==> config.mk <==
export PLATFORM = sky130hd
export DESIGN_NAME = anchor_target_assigner_core
export DESIGN_NICKNAME = d
export VERILOG_FILES = /design/src/design/atac_pkg.sv /design/src/design/atac_issue.sv /design/src/design/atac_div_stage.sv /design/src/design/anchor_target_assigner_core.sv
export SDC_FILE = /design/constraint.sdc
export NUM_CORES = 2
export LEC_CHECK = 0
export BUFFER_PORTS_ARGS = -buffer_cell sky130_fd_sc_hd__buf_2
export CORE_MARGIN = 1
export CORE_UTILIZATION = 65
export DETAILED_ROUTE_END_ITERATION = 7
export PLACE_DENSITY = 0.94
export SLEW_MARGIN = 20
export SYNTH_ARGS = -nofsm -noshare
export SYNTH_HDL_FRONTEND = slang
export SYNTH_SLANG_ARGS = --single-unit
==> constraint.sdc <==
create_clock -name clk -period 60.4 [get_ports clk]
set_input_delay 9.06 -clock clk [delete_from_list [all_inputs] [get_ports clk]]
set_output_delay 9.06 -clock clk [all_outputs]
set_load 0.01 [all_outputs]
==> src/design/atac_pkg.sv <==
`timescale 1ns / 1ps
// Package for the anchor target assigner: shared types, constants and helper functions.
// Depends on nothing; every design file refers to it by scoped names.
package atac_pkg;

    localparam int NUM_ANCHOR_SLOTS_DEF = 3;
    localparam int RATIO_LIMIT_Q8_DEF   = 1024;
    localparam int CLASS_COUNT_DEF      = 80;
    localparam int MAX_BATCH_DEF        = 64;

    localparam int MAX_SLOTS   = 3;
    localparam int SLOT_W      = 2;
    localparam int CFG_IDX_W   = 4;
    localparam int CFG_DATA_W  = 16;
    localparam int DIV_STAGES  = 4;
    localparam int DIV_STEPS   = 4;
    localparam int LIM_W       = 13;
    localparam logic [14:0] RATIO_MAX = 15'h7FFF;

    // Configuration register indices.
    localparam logic [CFG_IDX_W-1:0] CFG_GRID_W = 4'd0;
    localparam logic [CFG_IDX_W-1:0] CFG_GRID_H = 4'd1;
    localparam logic [CFG_IDX_W-1:0] CFG_A0_W   = 4'd2;
    localparam logic [CFG_IDX_W-1:0] CFG_A0_H   = 4'd3;
    localparam logic [CFG_IDX_W-1:0] CFG_A1_W   = 4'd4;
    localparam logic [CFG_IDX_W-1:0] CFG_A1_H   = 4'd5;
    localparam logic [CFG_IDX_W-1:0] CFG_A2_W   = 4'd6;
    localparam logic [CFG_IDX_W-1:0] CFG_A2_H   = 4'd7;

    localparam logic [8:0]  GRID_RST = 9'd80;
    localparam logic [15:0] ANC_W_RST [MAX_SLOTS] = '{16'd320, 16'd512, 16'd1056};
    localparam logic [15:0] ANC_H_RST [MAX_SLOTS] = '{16'd416, 16'd960, 16'd736};

    typedef struct packed {
        logic [5:0]  batch;
        logic [7:0]  cls;
        logic [15:0] cx;
        logic [15:0] cy;
        logic [15:0] bw;
        logic [15:0] bh;
    } box_t;

    typedef struct packed {
        logic [SLOT_W-1:0] anchor;
        logic [7:0]  cell_x;
        logic [7:0]  cell_y;
        logic [15:0] row;
        logic [23:0] flat;
        logic [15:0] off_x;
        logic [15:0] off_y;
        logic [7:0]  cls;
        logic        cls_ok;
        logic        last;
        logic        keep;
    } slot_t;

    typedef struct packed {
        logic [15:0] num_lo;
        logic [15:0] rem;
        logic [15:0] quo;
        logic [15:0] den;
        logic        ovf;
    } div_t;

    function automatic logic [8:0] clamp_grid(input logic [8:0] g);
        logic [8:0] r;
        r = g;
        if (g == 9'd0)
            r = 9'd1;
        else if (g > 9'd256)
            r = 9'd256;
        return r;
    endfunction

    // True when the box size lies within the ratio limit of the anchor size, bounds included.
    function automatic logic ratio_pass(input logic [23:0] sz, input logic [15:0] anc,
                                       input logic [LIM_W-1:0] lim);
        logic [39:0] anc_lim;
        logic [39:0] sz_lim;
        logic [39:0] anc_sh;
        anc_lim = 40'(anc) * 40'(lim);
        sz_lim  = 40'(sz) * 40'(lim);
        anc_sh  = {8'd0, anc, 16'd0};
        return (anc != 16'd0) && (sz != 24'd0) && (40'(sz) <= anc_lim) && (anc_sh <= sz_lim);
    endfunction

endpackage

==> src/design/atac_issue.sv <==
`timescale 1ns / 1ps
// Input holding register of the anchor target assigner: keeps one box and issues one anchor
// slot per advancing cycle. Depends on atac_pkg.
module atac_issue #(
    parameter int NUM_ANCHOR_SLOTS = atac_pkg::NUM_ANCHOR_SLOTS_DEF
) (
    input  logic                       clk,
    input  logic                       rst_n,
    input  logic                       in_valid,
    output logic                       in_ready,
    input  atac_pkg::box_t             in_box,
    input  logic                       adv,
    output logic                       slot_valid,
    output atac_pkg::box_t             slot_box,
    output logic [atac_pkg::SLOT_W-1:0] slot_anchor
);

    logic                        busy_reg, busy_next;
    logic [atac_pkg::SLOT_W-1:0] slot_reg, slot_next;
    atac_pkg::box_t              box_reg, box_next;
    logic                        final_slot;

    assign final_slot = (slot_reg == atac_pkg::SLOT_W'(NUM_ANCHOR_SLOTS - 1));
    assign in_ready   = !busy_reg || (adv && final_slot);

    always_comb
    begin
        busy_next = busy_reg;
        slot_next = slot_reg;
        box_next  = box_reg;
        if (busy_reg && adv)
        begin
            if (final_slot)
            begin
                busy_next = 1'b0;
                slot_next = '0;
            end
            else
            begin
                slot_next = slot_reg + 1'b1;
            end
        end
        if (in_valid && in_ready)
        begin
            busy_next = 1'b1;
            slot_next = '0;
            box_next  = in_box;
        end
    end

    always_ff @(posedge clk or negedge rst_n)
    begin
        if (!rst_n)
        begin
            busy_reg <= 1'b0;
            slot_reg <= '0;
        end
        else
        begin
            busy_reg <= busy_next;
            slot_reg <= slot_next;
        end
    end

    always_ff @(posedge clk)
    begin
        box_reg <= box_next;
    end

    assign slot_valid  = busy_reg;
    assign slot_box    = box_reg;
    assign slot_anchor = slot_reg;

endmodule

==> src/design/atac_div_stage.sv <==
`timescale 1ns / 1ps
// One registered stage of the restoring ratio divider: DIV_STEPS (four) quotient bits per stage.
// Depends on atac_pkg.
module atac_div_stage (
    input  logic           clk,
    input  logic           adv,
    input  atac_pkg::div_t div_in,
    output atac_pkg::div_t div_out
);

    atac_pkg::div_t div_reg, div_next;

    always_comb
    begin
        logic [16:0] trial;
        div_next = div_in;
        for (int i = 0; i < atac_pkg::DIV_STEPS; i++)
        begin
            trial = {div_next.rem, div_next.num_lo[15]};
            div_next.num_lo = {div_next.num_lo[14:0], 1'b0};
            if (trial >= {1'b0, div_next.den})
            begin
                div_next.rem = 16'(trial - {1'b0, div_next.den});
                div_next.quo = {div_next.quo[14:0], 1'b1};
            end
            else
            begin
                div_next.rem = trial[15:0];
                div_next.quo = {div_next.quo[14:0], 1'b0};
            end
        end
    end

    always_ff @(posedge clk)
    begin
        if (adv)
            div_reg <= div_next;
    end

    assign div_out = div_reg;

endmodule

==> src/design/anchor_target_assigner_core.sv <==
`timescale 1ns / 1ps
// Anchor target assigner: matches one ground-truth box against the anchors of one scale.
// A box passes the issue register, stages 1 and 2, the divider stages and the output register;
// only words of passing anchors are shown. The single issue slot feeds one anchor per cycle
// while the pipeline advances, taking a new box as the held box's last slot issues. Reset
// (rst_n, asynchronous, low) empties the pipeline and loads the default grid and anchor sizes.
module anchor_target_assigner_core #(
    parameter int NUM_ANCHOR_SLOTS = atac_pkg::NUM_ANCHOR_SLOTS_DEF,
    parameter int RATIO_LIMIT_Q8   = atac_pkg::RATIO_LIMIT_Q8_DEF,
    parameter int CLASS_COUNT      = atac_pkg::CLASS_COUNT_DEF,
    parameter int MAX_BATCH        = atac_pkg::MAX_BATCH_DEF
) (
    input  logic        clk,
    input  logic        rst_n,
    input  logic        cfg_valid,
    output logic        cfg_ready,
    input  logic [atac_pkg::CFG_IDX_W-1:0]  cfg_index,
    input  logic [atac_pkg::CFG_DATA_W-1:0] cfg_data,
    input  logic        in_valid,
    output logic        in_ready,
    input  logic [5:0]  batch_index,
    input  logic [7:0]  class_id,
    input  logic [15:0] box_center_x,
    input  logic [15:0] box_center_y,
    input  logic [15:0] box_width,
    input  logic [15:0] box_height,
    output logic        out_valid,
    input  logic        out_ready,
    output logic [1:0]  anchor_index,
    output logic [7:0]  cell_x,
    output logic [7:0]  cell_y,
    output logic [23:0] flat_index,
    output logic [15:0] offset_x,
    output logic [15:0] offset_y,
    output logic [14:0] width_ratio,
    output logic [14:0] height_ratio,
    output logic [7:0]  class_out,
    output logic        class_valid,
    output logic        last
);

    localparam int S = atac_pkg::MAX_SLOTS;
    localparam int D = atac_pkg::DIV_STAGES;

    // Configuration registers. The port never stalls.
    logic [8:0]  grid_w_reg, grid_h_reg;
    logic [15:0] anc_w_reg [S];
    logic [15:0] anc_h_reg [S];

    assign cfg_ready = 1'b1;

    always_ff @(posedge clk or negedge rst_n)
    begin
        if (!rst_n)
        begin
            grid_w_reg <= atac_pkg::GRID_RST;
            grid_h_reg <= atac_pkg::GRID_RST;
            for (int k = 0; k < S; k++)
            begin
                anc_w_reg[k] <= atac_pkg::ANC_W_RST[k];
                anc_h_reg[k] <= atac_pkg::ANC_H_RST[k];
            end
        end
        else if (cfg_valid)
        begin
            unique case (cfg_index)
                atac_pkg::CFG_GRID_W: grid_w_reg   <= cfg_data[8:0];
                atac_pkg::CFG_GRID_H: grid_h_reg   <= cfg_data[8:0];
                atac_pkg::CFG_A0_W:   anc_w_reg[0] <= cfg_data;
                atac_pkg::CFG_A0_H:   anc_h_reg[0] <= cfg_data;
                atac_pkg::CFG_A1_W:   anc_w_reg[1] <= cfg_data;
                atac_pkg::CFG_A1_H:   anc_h_reg[1] <= cfg_data;
                atac_pkg::CFG_A2_W:   anc_w_reg[2] <= cfg_data;
                atac_pkg::CFG_A2_H:   anc_h_reg[2] <= cfg_data;
                default: ;
            endcase
        end
    end

    // The whole pipeline moves together; it halts only when the output word is held up.
    logic out_valid_reg;
    logic adv;
    assign adv = !out_valid_reg || out_ready;

    // Issue: one anchor slot of the held box per cycle while the pipeline advances.
    atac_pkg::box_t              in_box, slot_box;
    logic                        slot_valid;
    logic [atac_pkg::SLOT_W-1:0] slot_anchor;

    assign in_box = '{batch: batch_index, cls: class_id, cx: box_center_x,
                      cy: box_center_y, bw: box_width, bh: box_height};

    atac_issue #(
        .NUM_ANCHOR_SLOTS(NUM_ANCHOR_SLOTS)
    ) u_issue (
        .clk        (clk),
        .rst_n      (rst_n),
        .in_valid   (in_valid),
        .in_ready   (in_ready),
        .in_box     (in_box),
        .adv        (adv),
        .slot_valid (slot_valid),
        .slot_box   (slot_box),
        .slot_anchor(slot_anchor)
    );

    // Stage 1: scale the box to grid units. Every product is at most 24 bits wide.
    logic                        s1_valid_reg;
    logic [atac_pkg::SLOT_W-1:0] s1_anchor_reg;
    logic [7:0]  s1_cls_reg;
    logic        s1_bok_reg;
    logic [7:0]  s1_bc_reg;
    logic [8:0]  s1_gw_reg, s1_gh_reg;
    logic [23:0] s1_cxg_reg, s1_cyg_reg, s1_wg_reg, s1_hg_reg;
    logic [8:0]  gw_c, gh_c;

    assign gw_c = atac_pkg::clamp_grid(grid_w_reg);
    assign gh_c = atac_pkg::clamp_grid(grid_h_reg);

    always_ff @(posedge clk or negedge rst_n)
    begin
        if (!rst_n)
            s1_valid_reg <= 1'b0;
        else if (adv)
            s1_valid_reg <= slot_valid;
    end

    always_ff @(posedge clk)
    begin
        if (adv)
        begin
            s1_anchor_reg <= slot_anchor;
            s1_cls_reg    <= slot_box.cls;
            s1_bok_reg    <= (32'(slot_box.batch) < 32'(MAX_BATCH));
            s1_bc_reg     <= 8'(8'(slot_box.batch) * 8'(NUM_ANCHOR_SLOTS) + 8'(slot_anchor));
            s1_gw_reg     <= gw_c;
            s1_gh_reg     <= gh_c;
            s1_cxg_reg    <= 24'(slot_box.cx * gw_c);
            s1_cyg_reg    <= 24'(slot_box.cy * gh_c);
            s1_wg_reg     <= 24'(slot_box.bw * gw_c);
            s1_hg_reg     <= 24'(slot_box.bh * gh_c);
        end
    end

    // Stage 2: clamp the cell, decide the anchor tests, seed the dividers.
    logic [7:0]  gx_raw, gy_raw, gx_max, gy_max, gx, gy;
    logic [S-1:0] pass_vec;
    logic        later_pass;
    logic [15:0] aw_sel, ah_sel;
    atac_pkg::slot_t s2_slot;
    atac_pkg::div_t  s2_div_w, s2_div_h;

    assign gx_raw = s1_cxg_reg[23:16];
    assign gy_raw = s1_cyg_reg[23:16];
    assign gx_max = 8'(s1_gw_reg - 9'd1);
    assign gy_max = 8'(s1_gh_reg - 9'd1);
    assign gx     = (gx_raw > gx_max) ? gx_max : gx_raw;
    assign gy     = (gy_raw > gy_max) ? gy_max : gy_raw;
    assign aw_sel = anc_w_reg[s1_anchor_reg];
    assign ah_sel = anc_h_reg[s1_anchor_reg];

    always_comb
    begin
        later_pass = 1'b0;
        for (int k = 0; k < S; k++)
        begin
            pass_vec[k] = (k < NUM_ANCHOR_SLOTS)
                && atac_pkg::ratio_pass(s1_wg_reg, anc_w_reg[k],
                                        atac_pkg::LIM_W'(RATIO_LIMIT_Q8))
                && atac_pkg::ratio_pass(s1_hg_reg, anc_h_reg[k],
                                        atac_pkg::LIM_W'(RATIO_LIMIT_Q8));
            if (pass_vec[k] && (atac_pkg::SLOT_W'(k) > s1_anchor_reg))
                later_pass = 1'b1;
        end
    end

    always_comb
    begin
        s2_slot.anchor = s1_anchor_reg;
        s2_slot.cell_x = gx;
        s2_slot.cell_y = gy;
        s2_slot.row    = 16'(s1_bc_reg * s1_gh_reg + 17'(gy));
        s2_slot.flat   = '0;
        s2_slot.off_x  = 16'(s1_cxg_reg - {gx, 16'd0});
        s2_slot.off_y  = 16'(s1_cyg_reg - {gy, 16'd0});
        s2_slot.cls    = s1_cls_reg;
        s2_slot.cls_ok = (32'(s1_cls_reg) < 32'(CLASS_COUNT));
        s2_slot.keep   = s1_bok_reg && pass_vec[s1_anchor_reg];
        s2_slot.last   = !later_pass;

        // The dividend is the Q.16 size shifted left by four; its top twelve bits seed the
        // remainder, and a seed not below the divisor already means saturation.
        s2_div_w.num_lo = {s1_wg_reg[11:0], 4'd0};
        s2_div_w.rem    = 16'(s1_wg_reg[23:12]);
        s2_div_w.quo    = '0;
        s2_div_w.den    = aw_sel;
        s2_div_w.ovf    = (16'(s1_wg_reg[23:12]) >= aw_sel);
        s2_div_h.num_lo = {s1_hg_reg[11:0], 4'd0};
        s2_div_h.rem    = 16'(s1_hg_reg[23:12]);
        s2_div_h.quo    = '0;
        s2_div_h.den    = ah_sel;
        s2_div_h.ovf    = (16'(s1_hg_reg[23:12]) >= ah_sel);
    end

    logic            s2_valid_reg;
    atac_pkg::slot_t s2_slot_reg;
    atac_pkg::div_t  s2_div_w_reg, s2_div_h_reg;
    logic [8:0]      s2_gw_reg;

    always_ff @(posedge clk or negedge rst_n)
    begin
        if (!rst_n)
            s2_valid_reg <= 1'b0;
        else if (adv)
            s2_valid_reg <= s1_valid_reg;
    end

    always_ff @(posedge clk)
    begin
        if (adv)
        begin
            s2_slot_reg  <= s2_slot;
            s2_div_w_reg <= s2_div_w;
            s2_div_h_reg <= s2_div_h;
            s2_gw_reg    <= s1_gw_reg;
        end
    end

    // Divider stages; the payload travels alongside, and the flat index is formed in the
    // first of them.
    atac_pkg::div_t  div_w [D+1];
    atac_pkg::div_t  div_h [D+1];
    atac_pkg::slot_t pay_reg [D];
    atac_pkg::slot_t pay_in;
    logic [D-1:0]    pv_reg;

    assign div_w[0] = s2_div_w_reg;
    assign div_h[0] = s2_div_h_reg;

    for (genvar i = 0; i < D; i++)
    begin : g_div
        atac_div_stage u_div_w (
            .clk    (clk),
            .adv    (adv),
            .div_in (div_w[i]),
            .div_out(div_w[i+1])
        );
        atac_div_stage u_div_h (
            .clk    (clk),
            .adv    (adv),
            .div_in (div_h[i]),
            .div_out(div_h[i+1])
        );
    end

    always_ff @(posedge clk or negedge rst_n)
    begin
        if (!rst_n)
            pv_reg <= '0;
        else if (adv)
            pv_reg <= {pv_reg[D-2:0], s2_valid_reg};
    end

    always_comb
    begin
        pay_in      = s2_slot_reg;
        pay_in.flat = 24'(s2_slot_reg.row * s2_gw_reg + 25'(s2_slot_reg.cell_x));
    end

    always_ff @(posedge clk)
    begin
        if (adv)
        begin
            pay_reg[0] <= pay_in;
            for (int i = 1; i < D; i++)
                pay_reg[i] <= pay_reg[i-1];
        end
    end

    // Output register: only words of passing anchors with a batch index in range are marked valid.
    atac_pkg::slot_t out_slot_reg;
    logic [14:0]     out_rw_reg, out_rh_reg;

    always_ff @(posedge clk or negedge rst_n)
    begin
        if (!rst_n)
            out_valid_reg <= 1'b0;
        else if (adv)
            out_valid_reg <= pv_reg[D-1] && pay_reg[D-1].keep;
    end

    always_ff @(posedge clk)
    begin
        if (adv)
        begin
            out_slot_reg <= pay_reg[D-1];
            out_rw_reg   <= (div_w[D].ovf || div_w[D].quo[15]) ? atac_pkg::RATIO_MAX
                                                               : div_w[D].quo[14:0];
            out_rh_reg   <= (div_h[D].ovf || div_h[D].quo[15]) ? atac_pkg::RATIO_MAX
                                                               : div_h[D].quo[14:0];
        end
    end

    assign out_valid    = out_valid_reg;
    assign anchor_index = out_slot_reg.anchor;
    assign cell_x       = out_slot_reg.cell_x;
    assign cell_y       = out_slot_reg.cell_y;
    assign flat_index   = out_slot_reg.flat;
    assign offset_x     = out_slot_reg.off_x;
    assign offset_y     = out_slot_reg.off_y;
    assign width_ratio  = out_rw_reg;
    assign height_ratio = out_rh_reg;
    assign class_out    = out_slot_reg.cls;
    assign class_valid  = out_slot_reg.cls_ok;
    assign last         = out_slot_reg.last;

endmodule
==> results.txt <==
- Status: finished, violations left
- The final reports fail on design-rule violations.
- Clk root buf: sky130_fd_sc_hd__clkbuf_16
- Core ar.: 0.1482 sq mm
- Logic depth of the worst register-to-register path: between 40 and 50
- Hold Path Origin: g_div[0].u_div_h.div_out[20]$_DFFE_PP_
- Chip Width: roughly 390 um
* Top routing layer used: met5
* Final Non-Filler Cells: 11365
- Setup repair after global routing left no endpoint under its margin.
* Endpoint arrival time on the critical path: 10.30 ns
- Synth warn: 0
- Routed wire length on met3: about 25000 um
- Clock latency on the worst-skew pair, taken at its later pin, is approximately 0.80 ns.
- In the final layout, the share of cells above drive strength 1 is 0.09757.
* Hold Path Stages: 0
- CP max stage delay: about 0.45 ns
- Maximum number of pins on one net before global-route repair: 169
* Buffers and inverters on the worst path: 2
- Highest Clock Rate: about 0.052 GHz
- Hold Path End: g_div[1].u_div_h.div_out[24]$_DFFE_PP_
- Final clock period utilization by the worst path: 0.3205
- Required time at the worst-slack endpoint: 51.34 ns
* Startpoint type of the worst setup path: input pin
- Setup total negative slack on the finished layout was measured at 0 ns.
* Leading area contributor after synthesis: sky130_fd_sc_hd__edfxtp_1
- Final worst clock skew: 0.05450 ns
- Number of iterations in the first detailed-routing pass: 8
- Routed wire length per instance: 22.45 um
- Die Outline Area: between 0.15 and 0.2 sq mm
* Final Setup Violations: 0
- Synth Net Count: about 11000
- Initial antenna violation count: 15
- Hpwl dp: 182700 um
- After synthesis, the mean cell area works out to between 10 and 15 sq um.
- The worst register-to-register path has a setup slack of 46.86 ns.
* Fraction of post-synthesis cell area in the top cell type by area: 0.3504
- Across the run, the number of max-cap violations was 0.
* Pins Over Slew Limit: 0
- Routed vias: 73074
* Post-synth EDFFs: between 1000 and 1500
* Num CTS Buffers: 135
* Number of distinct library cell variants in the gate-level netlist after synthesis: 111
- Port buffering added about 220 buffers.
- Final weighted congestion of routability-driven global placement: between 0.9 and 1
- In this run the number of H-tree levels came out at 4.
- Number of violations reported at the end of detailed-routing iteration 0: 7893
- Counting stages on the worst path, the most repeated cell is sky130_fd_sc_hd__buf_2.
- Transition time at the pin with the least slew margin: 1.193 ns
- After synthesis, the share of flip-flops with an asynchronous set or reset is 0.09841.
- In the final routing, the length of wire on met1 measures 94640 um.
* Remaining DRCs: 13
- Cell class contributing the biggest share of worst-path delay: simple AND/OR/NAND/NOR gates
* Row Count: 141
- For this run, the register share of the synthesized area comes to 0.3825.
- The hold violation total from the final report came to 0.
* Via-to-Cell Ratio: 6.430
* PostCTS Resize Cnt: 0
- Highest net fanout along the worst path: 32
- Number of hold-repair buffers added at the cts stage: 0
* Ports placed on the boundary: 220
- Worst Setup End Kind: primary output
- In the synthesized netlist the dominant register cell turns out to be sky130_fd_sc_hd__edfxtp_1.
- Number of register bits inferred by synthesis: 1260
- In this run the worst hold path is classified as reg -> reg.
- TritonCTS built the clock tree.
- The critical path goes through buf_2 > nand2b_4 > nand3b_1 > nand2_1 > buf_2.
* Total GRT Usage: 0.3359
- Summed over all layers, the global routing overflow is 0.
- After the last flow step, the layout net total stands at 10997.
- In this run, placement finished with an instance count of 11109.
- Top-count cell post-synth: sky130_fd_sc_hd__inv_1
- In this run the vertical extent of the chip is 389.0 um.
* Number of antenna-violating nets in the routed design: 0
- Relative slew slack: 0.1842
* Path type of the worst setup path: in -> out
- The final layout contains routed wiring with a total length of roughly 260000 um.
* Tmin final: 19.36 ns
* Largest register FFs: 340
- Vias in the first global route: 74883
* Mapped Cells: 9146
* Launch point of the worst reg-to-reg path: div_h[262]$_DFFE_PP_
* Cell types occupying the most area after synthesis: sky130_fd_sc_hd__edfxtp_1, sky130_fd_sc_hd__ha_1, sky130_fd_sc_hd__fa_1
- Post-synthesis cell area: 0.09735 sq mm
- Post-CTS setup buffers: 0
- The commonest cells after synthesis are sky130_fd_sc_hd__inv_1, sky130_fd_sc_hd__edfxtp_1, sky130_fd_sc_hd__ha_1.
* Capture point of the worst reg-to-reg path: g_div[0].u_div_h.div_out[36]$_DFFE_PP_
- The clock passes through at most 3 buffers.
- Clock Sink Count: 1260
* Cell at the slowest stage of the critical path: sky130_fd_sc_hd__nand2b_4
- Wire segments on met2 add up to 119800 um in the final route.
* Clock-pin slew of the registers on the worst-case setup and hold paths: 0.06 ns
- Area growth, synth to finish: 8.039%
* Wire length of the first global-routing pass: 401400 um
- Initial core utilization: 0.6569
-- cells in the final DEF (no fill, tap or decap), types with 133 or more instances in the layout --
cell type	n
sky130_fd_sc_hd__a21o_1	206
sky130_fd_sc_hd__a21oi_1	453
sky130_fd_sc_hd__and2_1	240
sky130_fd_sc_hd__buf_2	217
sky130_fd_sc_hd__clkbuf_16	136
sky130_fd_sc_hd__edfxtp_1	1136
sky130_fd_sc_hd__fa_1	571
sky130_fd_sc_hd__ha_1	1006
sky130_fd_sc_hd__inv_1	1153
sky130_fd_sc_hd__mux2_2	313
sky130_fd_sc_hd__nand2_1	952
sky130_fd_sc_hd__nor2_1	417
sky130_fd_sc_hd__nor3_1	133
sky130_fd_sc_hd__o21ai_0	380
sky130_fd_sc_hd__xnor2_1	317
sky130_fd_sc_hd__xor2_1	151
-- kinds of logic (layout without fill, tap and decap cells) --
| group | Yosys count | after routing | share of synthesized area |
|---|---|---|---|
| flip-flops | 1260 | 1260 | 0.3825 |
| multiplexers | 426 | 426 | 0.04866 |
| AO/OA/AOI/OAI | 1592 | 1592 | 0.1057 |
| AND/OR/NAND/NOR | 2427 | 2427 | 0.1195 |
| buffers and inverters | 1395 | 1678 | 0.05479 |
| XOR/XNOR | 468 | 468 | 0.04210 |
| adder cells (fa/ha/maj) | 1577 | 1577 | 0.2467 |
| other | 1 | 7 | 0.00003852 |
-- per-layer routing --
layer | up-vias | GRT usage
met4 | 12 | 0.1865
met1 | 34873 | 0.4131
met3 | 1336 | 0.07274
met5 | - | 0
met2 | 4593 | 0.5517
li1 | 32260 | -
-- worst max path at each step --
stage,from,endpoint,slack [ns],cells after the start
finish,out_ready,in_ready,41.04,5
global route,out_ready,in_ready,41.00,5
CTS,out_ready,in_ready,41.08,5
detailed placement,out_ready,in_ready,41.12,5
global placement,out_ready,in_ready,41.10,5
floorplan,out_ready,pv_reg[0]$_DFFE_PN0P_,18.61,3
-- worst reg2reg max path, delay by kind of cell, from the launching register on --
family                     cells  cell delay (ns)
AOI/OAI and AO/OA             23             6.22
adders and majority gates      4             1.53
buffers and inverters          5             1.52
DFF                            1             0.49
muxes                          2             0.83
and+or+nand+nor               10             2.71
-- area by class of cell --
type / instances / area (sq um)
clock inverter: 80 / 1221
inverter: 1162 / 4364
antenna: 6 / 15.01
fill: 9442 / 43010
clock buffer: 169 / 3567
multi-input combinational: 6491 / 54850
timing repair buffer: 267 / 1506
tap: 1930 / 2415
sequential: 1260 / 37240
-- through the flow --
stage,hold WS [ns],worst slack [ns],utilization,area [sq um]
after floorplan,0.4003,18.61,-,97350
after detailed placement,0.4045,41.12,0.6772,100400
after global routing,0.4023,41.00,0.7097,105200
after CTS,0.3924,41.08,0.7095,105100
after global placement,0.4010,41.10,0.6772,100400
final,0.4013,41.04,0.7098,105200
Power is not shown: default switching activity piles up to over one toggle a cycle in this logic, so the estimate is an artifact.
